<file path="src/rtl/core/brf_pkg.sv">
// Shared types and codes for the banked register file core.
// Holds the request and response word types and the target and mode codes.
// No dependencies.
`default_nettype none

package brf_pkg;

	localparam int INT_REGS_DEF   = 16;
	localparam int DATA_REGS_DEF  = 16;
	localparam int FLOAT_REGS_DEF = 16;

	localparam int FLAG_W = 10;

	localparam logic MODE_READ  = 1'b0;
	localparam logic MODE_WRITE = 1'b1;

	localparam logic [3:0] TGT_INT   = 4'd0;
	localparam logic [3:0] TGT_DATA  = 4'd1;
	localparam logic [3:0] TGT_FLOAT = 4'd2;
	localparam logic [3:0] TGT_FLAGS = 4'd3;
	localparam logic [3:0] TGT_SP    = 4'd4;
	localparam logic [3:0] TGT_PC    = 4'd5;
	localparam logic [3:0] TGT_LINK  = 4'd6;
	localparam logic [3:0] TGT_ASN   = 4'd7;
	localparam logic [3:0] TGT_SUPER = 4'd8;

	typedef struct packed {
		logic        mode;
		logic [3:0]  target;
		logic [4:0]  reg_index;
		logic [63:0] write_value;
	} req_word_t;

	typedef struct packed {
		logic [63:0] read_data;
		logic        in_supervisor;
	} rsp_word_t;

	// One access presented to the register storage in a given cycle.
	typedef struct packed {
		logic      en;
		req_word_t word;
	} access_t;

endpackage

`default_nettype wire

</file>
<file path="src/rtl/core/brf_store.sv">
// Banked register storage and the access logic in front of it.
// Performs one read or write per enabled cycle and returns the response word.
// Depends on brf_pkg.
`default_nettype none

module brf_store #(
	parameter int INT_REGS   = brf_pkg::INT_REGS_DEF,
	parameter int DATA_REGS  = brf_pkg::DATA_REGS_DEF,
	parameter int FLOAT_REGS = brf_pkg::FLOAT_REGS_DEF
) (
	input  wire logic              clk,
	input  wire logic              arst_n,
	input  wire brf_pkg::access_t  acc,
	output brf_pkg::rsp_word_t     result
);
	import brf_pkg::*;

	localparam int IW  = $clog2(INT_REGS);
	localparam int DW  = $clog2(DATA_REGS);
	localparam int DSW = $clog2(DATA_REGS - 1);
	localparam int FW  = (FLOAT_REGS > 1) ? $clog2(FLOAT_REGS) : 1;

	logic [31:0]       int_user_q  [INT_REGS];
	logic [31:0]       int_super_q [INT_REGS];
	logic [31:0]       data_user_q [DATA_REGS];
	logic [31:0]       data_super_q[DATA_REGS-1];
	logic [63:0]       float_q     [FLOAT_REGS];
	logic [FLAG_W-1:0] flags_user_q;
	logic [FLAG_W-1:0] flags_super_q;
	logic              sup_q;
	logic [31:0]       asn_q;

	logic        wr;
	logic [4:0]  i_idx;
	logic [4:0]  d_idx;
	logic        i_ok;
	logic        d_ok;
	logic        f_ok;
	logic        d_super;
	logic [31:0] i_rd;
	logic [31:0] d_rd;
	logic [63:0] f_rd;
	logic [63:0] rd;
	logic        i_we;
	logic        d_we;
	logic        f_we;
	logic        flags_we;
	logic        asn_we;
	logic        sup_we;
	logic [31:0] v32;

	assign wr  = acc.en && (acc.word.mode == MODE_WRITE);
	assign v32 = acc.word.write_value[31:0];

	// Link register is the last integer entry; stack pointer and program counter
	// are the last two data entries.
	assign i_idx = (acc.word.target == TGT_LINK) ? 5'(INT_REGS - 1) : acc.word.reg_index;
	always_comb begin
		case (acc.word.target)
			TGT_SP:  d_idx = 5'(DATA_REGS - 2);
			TGT_PC:  d_idx = 5'(DATA_REGS - 1);
			default: d_idx = acc.word.reg_index;
		endcase
	end

	assign i_ok    = {1'b0, i_idx} < 6'(INT_REGS);
	assign d_ok    = {1'b0, d_idx} < 6'(DATA_REGS);
	assign f_ok    = {1'b0, acc.word.reg_index} < 6'(FLOAT_REGS);
	// The program counter entry is shared, so only lower entries switch banks.
	assign d_super = sup_q && ({1'b0, d_idx} < 6'(DATA_REGS - 1));

	always_comb begin
		i_rd = '0;
		d_rd = '0;
		f_rd = '0;
		if (i_ok) begin
			i_rd = sup_q ? int_super_q[i_idx[IW-1:0]] : int_user_q[i_idx[IW-1:0]];
		end
		if (d_ok) begin
			d_rd = d_super ? data_super_q[d_idx[DSW-1:0]] : data_user_q[d_idx[DW-1:0]];
		end
		if (f_ok) begin
			f_rd = float_q[acc.word.reg_index[FW-1:0]];
		end
	end

	always_comb begin
		rd       = '0;
		i_we     = 1'b0;
		d_we     = 1'b0;
		f_we     = 1'b0;
		flags_we = 1'b0;
		asn_we   = 1'b0;
		sup_we   = 1'b0;
		case (acc.word.target)
			TGT_INT, TGT_LINK: begin
				rd   = {32'd0, i_rd};
				i_we = wr && i_ok;
			end
			TGT_DATA, TGT_SP, TGT_PC: begin
				rd   = {32'd0, d_rd};
				d_we = wr && d_ok;
			end
			TGT_FLOAT: begin
				rd   = f_rd;
				f_we = wr && f_ok;
			end
			TGT_FLAGS: begin
				rd       = {54'd0, sup_q ? flags_super_q : flags_user_q};
				flags_we = wr;
			end
			TGT_ASN: begin
				rd     = {32'd0, asn_q};
				asn_we = wr;
			end
			TGT_SUPER: begin
				rd     = {63'd0, sup_q};
				sup_we = wr;
			end
			default: begin
				rd = '0;
			end
		endcase
	end

	assign result.read_data     = (acc.word.mode == MODE_WRITE) ? 64'd0 : rd;
	assign result.in_supervisor = sup_we ? acc.word.write_value[0] : sup_q;

	always_ff @(posedge clk or negedge arst_n) begin
		if (!arst_n) begin
			for (int i = 0; i < INT_REGS; i++) begin
				int_user_q[i]  <= '0;
				int_super_q[i] <= '0;
			end
			for (int i = 0; i < DATA_REGS; i++) begin
				data_user_q[i] <= (i == DATA_REGS - 1) ? 32'd1 : 32'd0;
			end
			for (int i = 0; i < DATA_REGS - 1; i++) begin
				data_super_q[i] <= '0;
			end
			for (int i = 0; i < FLOAT_REGS; i++) begin
				float_q[i] <= '0;
			end
			flags_user_q  <= '0;
			flags_super_q <= '0;
			sup_q         <= 1'b1;
			asn_q         <= '0;
		end else begin
			if (i_we) begin
				if (sup_q) begin
					int_super_q[i_idx[IW-1:0]] <= v32;
				end else begin
					int_user_q[i_idx[IW-1:0]] <= v32;
				end
			end
			if (d_we) begin
				if (d_super) begin
					data_super_q[d_idx[DSW-1:0]] <= v32;
				end else begin
					data_user_q[d_idx[DW-1:0]] <= v32;
				end
			end
			if (f_we) begin
				float_q[acc.word.reg_index[FW-1:0]] <= acc.word.write_value;
			end
			if (flags_we) begin
				if (sup_q) begin
					flags_super_q <= acc.word.write_value[FLAG_W-1:0];
				end else begin
					flags_user_q <= acc.word.write_value[FLAG_W-1:0];
				end
			end
			if (asn_we) begin
				asn_q <= v32;
			end
			if (sup_we) begin
				sup_q <= acc.word.write_value[0];
			end
		end
	end

	a_sup_only_by_write: assert property (@(posedge clk) disable iff (!arst_n)
		!sup_we |=> $stable(sup_q))
		else $error("supervisor bit changed without a supervisor write");

	a_asn_only_by_write: assert property (@(posedge clk) disable iff (!arst_n)
		!asn_we |=> $stable(asn_q))
		else $error("address-space number changed without a write");

	a_sup_reported: assert property (@(posedge clk) disable iff (!arst_n)
		acc.en |=> (sup_q == $past(result.in_supervisor)))
		else $error("reported supervisor bit differs from the stored one");

endmodule

`default_nettype wire

</file>
<file path="src/rtl/core/banked_register_file_core.sv">
// Banked register file core, top level: input register, access stage, output register.
// Instantiates brf_store; depends on brf_pkg.
//
// Usage: each request word is one read or one write of a single target (integer,
// data, float, status flags, stack pointer, program counter, link register,
// address-space number or the supervisor bit). Every request gives exactly one
// response word with the read value (zero for a write) and the supervisor bit as
// it stands after the access.
// A word is taken when req_valid is high and req_stall is low; a response is
// delivered when rsp_valid is high and rsp_stall is low.
// Path: a taken request waits in the input register; once the output register has room,
// the access stage performs it and its response is registered in the output register.
// Throughput: one word per cycle while the receiver does not stall; the access stage
// reads and updates the register state as it performs each word, so back-to-back
// words always see the effect of the word before them.
// When the receiver stalls, the response is held, one more request may still be
// taken into the input register, and req_stall rises only when both registers
// are full.
// Reset: all register-file registers clear to zero, except the program counter which reads
// one, and the block starts in supervisor mode. No words are pending.
`default_nettype none

module banked_register_file_core #(
	parameter int INT_REGS   = brf_pkg::INT_REGS_DEF,
	parameter int DATA_REGS  = brf_pkg::DATA_REGS_DEF,
	parameter int FLOAT_REGS = brf_pkg::FLOAT_REGS_DEF
) (
	input  wire logic               clk,
	input  wire logic               arst_n,
	input  wire logic               req_valid,
	output logic                    req_stall,
	input  wire brf_pkg::req_word_t req,
	output logic                    rsp_valid,
	input  wire logic               rsp_stall,
	output brf_pkg::rsp_word_t      rsp
);
	import brf_pkg::*;

	logic      valid_s1;
	req_word_t req_s1;
	logic      valid_s2;
	rsp_word_t rsp_s2;
	logic      adv;
	logic      take;
	access_t   acc;
	rsp_word_t result;

	// The access stage fires when its result has a place to go.
	assign adv       = valid_s1 && (!valid_s2 || !rsp_stall);
	assign req_stall = valid_s1 && !adv;
	assign take      = req_valid && !req_stall;

	assign acc.en   = adv;
	assign acc.word = req_s1;

	brf_store #(
		.INT_REGS  (INT_REGS),
		.DATA_REGS (DATA_REGS),
		.FLOAT_REGS(FLOAT_REGS)
	) u_store (
		.clk   (clk),
		.arst_n(arst_n),
		.acc   (acc),
		.result(result)
	);

	always_ff @(posedge clk or negedge arst_n) begin
		if (!arst_n) begin
			valid_s1 <= 1'b0;
			valid_s2 <= 1'b0;
		end else begin
			if (take) begin
				valid_s1 <= 1'b1;
			end else if (adv) begin
				valid_s1 <= 1'b0;
			end
			if (adv) begin
				valid_s2 <= 1'b1;
			end else if (!rsp_stall) begin
				valid_s2 <= 1'b0;
			end
		end
	end

	always_ff @(posedge clk) begin
		if (take) begin
			req_s1 <= req;
		end
		if (adv) begin
			rsp_s2 <= result;
		end
	end

	assign rsp_valid = valid_s2;
	assign rsp       = rsp_s2;

	a_stall_when_full: assert property (@(posedge clk) disable iff (!arst_n)
		req_stall |-> (valid_s1 && valid_s2 && rsp_stall))
		else $error("request stalled while a stage had room");

	a_adv_loads_out: assert property (@(posedge clk) disable iff (!arst_n)
		adv |=> valid_s2)
		else $error("access fired but no response was registered");

	a_drain_empties: assert property (@(posedge clk) disable iff (!arst_n)
		(valid_s2 && !rsp_stall && !adv) |=> !valid_s2)
		else $error("delivered response was not retired");

	a_no_overwrite: assert property (@(posedge clk) disable iff (!arst_n)
		(valid_s1 && !adv && !take) |=> (valid_s1 && $stable(req_s1)))
		else $error("pending request lost or changed");

endmodule

`default_nettype wire

</file>
<file path="config.mk">
export PLATFORM = sky130hd
export DESIGN_NAME = banked_register_file_core
export DESIGN_NICKNAME = d
export VERILOG_FILES = /design/src/rtl/core/brf_pkg.sv /design/src/rtl/core/brf_store.sv /design/src/rtl/core/banked_register_file_core.sv
export SDC_FILE = /design/constraint.sdc
export NUM_CORES = 2
export LEC_CHECK = 0
export BUFFER_PORTS_ARGS = -buffer_cell sky130_fd_sc_hd__buf_2
export CORE_UTILIZATION = 53
export CTS_CLUSTER_DIAMETER = 50
export CTS_CLUSTER_SIZE = 40
export DETAILED_ROUTE_END_ITERATION = 8
export PLACE_DENSITY = 0.71
export SYNTH_ARGS = -nofsm -noshare
export SYNTH_HDL_FRONTEND = slang
export SYNTH_SLANG_ARGS = --single-unit
</file>
<file path="constraint.sdc">
create_clock -name clk -period 4 [get_ports clk]
set_clock_uncertainty 0.2 [all_clocks]
set_input_delay 0.2 -clock clk [delete_from_list [all_inputs] [get_ports clk]]
set_output_delay 0.2 -clock clk [all_outputs]
set_load 0.05 [all_outputs]
</file>
==> results.cfg <==
[status]
status = finished with violations
violations = setup timing

[global_route]
grt_max_degree = 116
track_usage_pct = 33.3
antenna_found_initial = 40
grt_pass1_wl_mm = 669
grt_pass1_vias = 97200
grt-ovfl-total = 0

[layout]
most-common-layout-cells = mux2_2, dfrtp_1, buf_4, o22ai_1, mux4_2
areaGrowthSynthToFinish_pct = 14.6
final_cells = 13900
regArea_um2 = 81600
nets = 10200
design_area_um2 = 165000
multiInputGateArea_um2 = 58300
final_common_cell = mux2_2
layout-drive-gt1-share_pct = 48.1
fill_cells = 19600

[critical_path]
end_kind = register
cp_slowest_stage_delay_ns = 0.57
start_kind = register
worstSetupPathType = reg -> reg
cp.required_ns = 4.40
critPathMostFrequentCell = buf_4
crit_arrival_ns = 4.41
path_cells = or3b_4, buf_4, nand2_1, nor2_1, a2111oi_0, buf_4, o21ai_0, a41oi_1
crit_slowest_cell = or3b_4
rrSetupSlack_ns = -0.007
critical_path.max_fanout = 21

[detailed_routing]
dr.first_iter.drc_count = 10100
routed-via-count = 93200
drc = 0
wl_met3_mm = 38.7
drt_first_pass_iters = 7
wl_mm = 453
ant_nets = 0
met1_length_mm = 179
wl_met2_mm = 206
topRoutingLayerUsed = met5
viasPerCell = 6.71
wl_per_cell_um = 32.6

[synthesis]
syn_nets = 9905
yosys.area.top_type = dfrtp_1
ys_seq_area_share_pct = 56.8
synth-main-ff-cell = dfrtp_1
ys_seq_elements = 3234
synth_warnings = 0
ys_types = 83
yosysTopAreaCellShare_pct = 53.9
synth_xor_area_share_pct = 0
synth-edff-count = 139
post_synth.cell_area_avg_um2 = 14.6
postSynthCellCount = 9827
async_flop_share_pct = 95.7
synth_area_leaders = dfrtp_1, mux2_2, mux4_2
synth_compound_gate_area_share_pct = 5.74
synth_top_family_by_area = multiplexers
syn-cell-area_um2 = 144000
synth-simple-area-share_pct = 2.27
muxShareOfSynthArea_pct = 32.1
synth_adder_area_share_pct = 0

[timing]
finalHoldViolations = 0
setup_violations = 1
maxSlewHeadroom_pct = 15.9
tightestPinTransition_ns = 1.26
rsz0062_at_grt = no
fin_ws_ns = -0.00716
final.min_clock_period_ns = 4.01
clock.fmax_mhz = 250
fin_tns_setup_ns = -0.00716
finalCritPeriodShare_pct = 100
worst_hold_slack_ns = 0.0610
report.final.slew_viol_count = 0

[clock_tree]
cts_tree = done
cts.clk_slew.worst_paths_ns = 0.06
htree_levels = 5
cts_num_sinks = 3234
cts_root_buffer = clkbuf_16
clkLatencyLatePin_ns = 0.91
clk_path_buf_depth = 4
numCtsBuffers = 326

[floorplanning]
die-area_um2 = 273000
die_x_um = 523
ios = 145
start_util_pct = 53.5
die_h_um = 523
coreArea_um2 = 269000
row_count = 190

[power]
ir_drop_v = 0.000417
leakagePower_nw = 78.4
powerDensity_nw_per_um2 = 441

[placed_design]
hpwlAfterDp_mm = 276
portBuffers = 144
gp_congestion = 0.928
placed_area_um2 = 152000
placedCellCount = 13100

[min_path]
hold_class = in -> reg

[run]
cap_violations = 0
-- layout make-up --
class	instances	area share (%)
Timing Repair Buffer	897	5.41
Sequential cell	3234	49.6
Antenna cell	8	0.0122
Multi-Input combinational cell	5606	35.4
Tap cell	3552	2.70
Inverter	8	0.0228
Clock inverter	223	1.64
Clock buffer	370	5.28
-- path summary, 6_finish.rpt --
kind / from / end / cells past startpoint
worst max-delay path: acc[71] / rsp[12] / 8
worst min register to register: u_store.data_super_q[412] / u_store.data_super_q[412] / 1
worst max register to register: acc[71] / rsp[12] / 8
worst min-delay path: req[69] / acc[69] / 2
min in group asynchronous: arst_n / u_store.data_super_q[436] / 3
max in group asynchronous: arst_n / u_store.data_user_q[274] / 3
-- kinds of logic after synthesis --
group | count (synthesis)
and+or+nand+nor | 658
AOI/OAI and AO/OA | 1243
buffers and inverters | 987
muxes | 3705
DFF | 3234
-- worst max-delay path, delay by kind of cell (launching register included) --
kind                   cells  cell delay, ns
buffers and inverters      2            0.61
flip-flops                 1            0.56
AND/OR/NAND/NOR            3            1.42
AO/OA/AOI/OAI              3            0.87
-- sequential cells by signal, summed over array words and instances (netlist names) --
name / count
u_store.flags_super_q: 10
u_store.data_user_q: 512
u_store.float_q: 1024
u_store.asn_q: 32
rsp: 65
rsp_valid: 1
acc: 74
u_store.flags_user_q: 10
u_store.int_user_q: 512
valid_s1: 1
u_store.int_super_q: 512
u_store.sup_q: 1
u_store.data_super_q: 480
-- report_power, final --
part	internal (mW)	switching (mW)
clock network	17.6	14.7
logic	2.08	3.89
registers	33.8	0.616
-- synth_stat cells (all sizes together) (3+ instances only) --
library cell / instances
a21oi: 142
a2111oi: 13
o31ai: 5
and2: 7
nor4: 9
nor2b: 11
or3: 22
nand3: 44
nor2: 239
clkbuf: 471
a31oi: 57
nor3: 65
o21ai: 231
o22ai: 417
and3: 42
a211oi: 27
or2: 4
nand2b: 7
buf: 508
o311ai: 14
o2111ai: 7
a21o: 3
o22a: 42
a221oi: 41
mux2i: 134
mux4: 402
o2bb2ai: 3
o211ai: 19
o32ai: 11
o21a: 7
a22oi: 18
a41oi: 16
o221ai: 136
nand2: 165
edfxtp: 139
dfrtp: 3093
and4: 13
inv: 8
a2bb2oi: 5
nand4: 17
and4b: 5
a311oi: 3
mux2: 3169
a211o: 7
-- per-stage QoR --
step / power [mW] / utilization, % / setup slack [ns]
CTS: 72.9 / 61.2 / 0.0259
global route: 74.6 / 61.3 / 0.0000351
floorplan: 37.8 / - / 0.599
detailed placement: 40.7 / 56.4 / -0.355
global placement: 40.5 / 56.4 / -0.307
finish: 72.7 / 61.3 / -0.00716
-- what timing repair did --
action	4_1_cts	5_1_grt
pin swaps	0	1
endpoints found under the setup margin	2	6
hold buffers	154	0
gates cloned	0	0
buffers inserted	0	0
endpoints found under the hold margin	1302	0
resized for setup	2	5
-- layer usage --
layer,track usage [%],up-vias
li1,-,37200
met3,6.74,1250
met2,51.1,4721
met4,18.4,26
met1,44.7,50000
met5,0,-
Note: power is estimated with default switching activity, not from simulation.
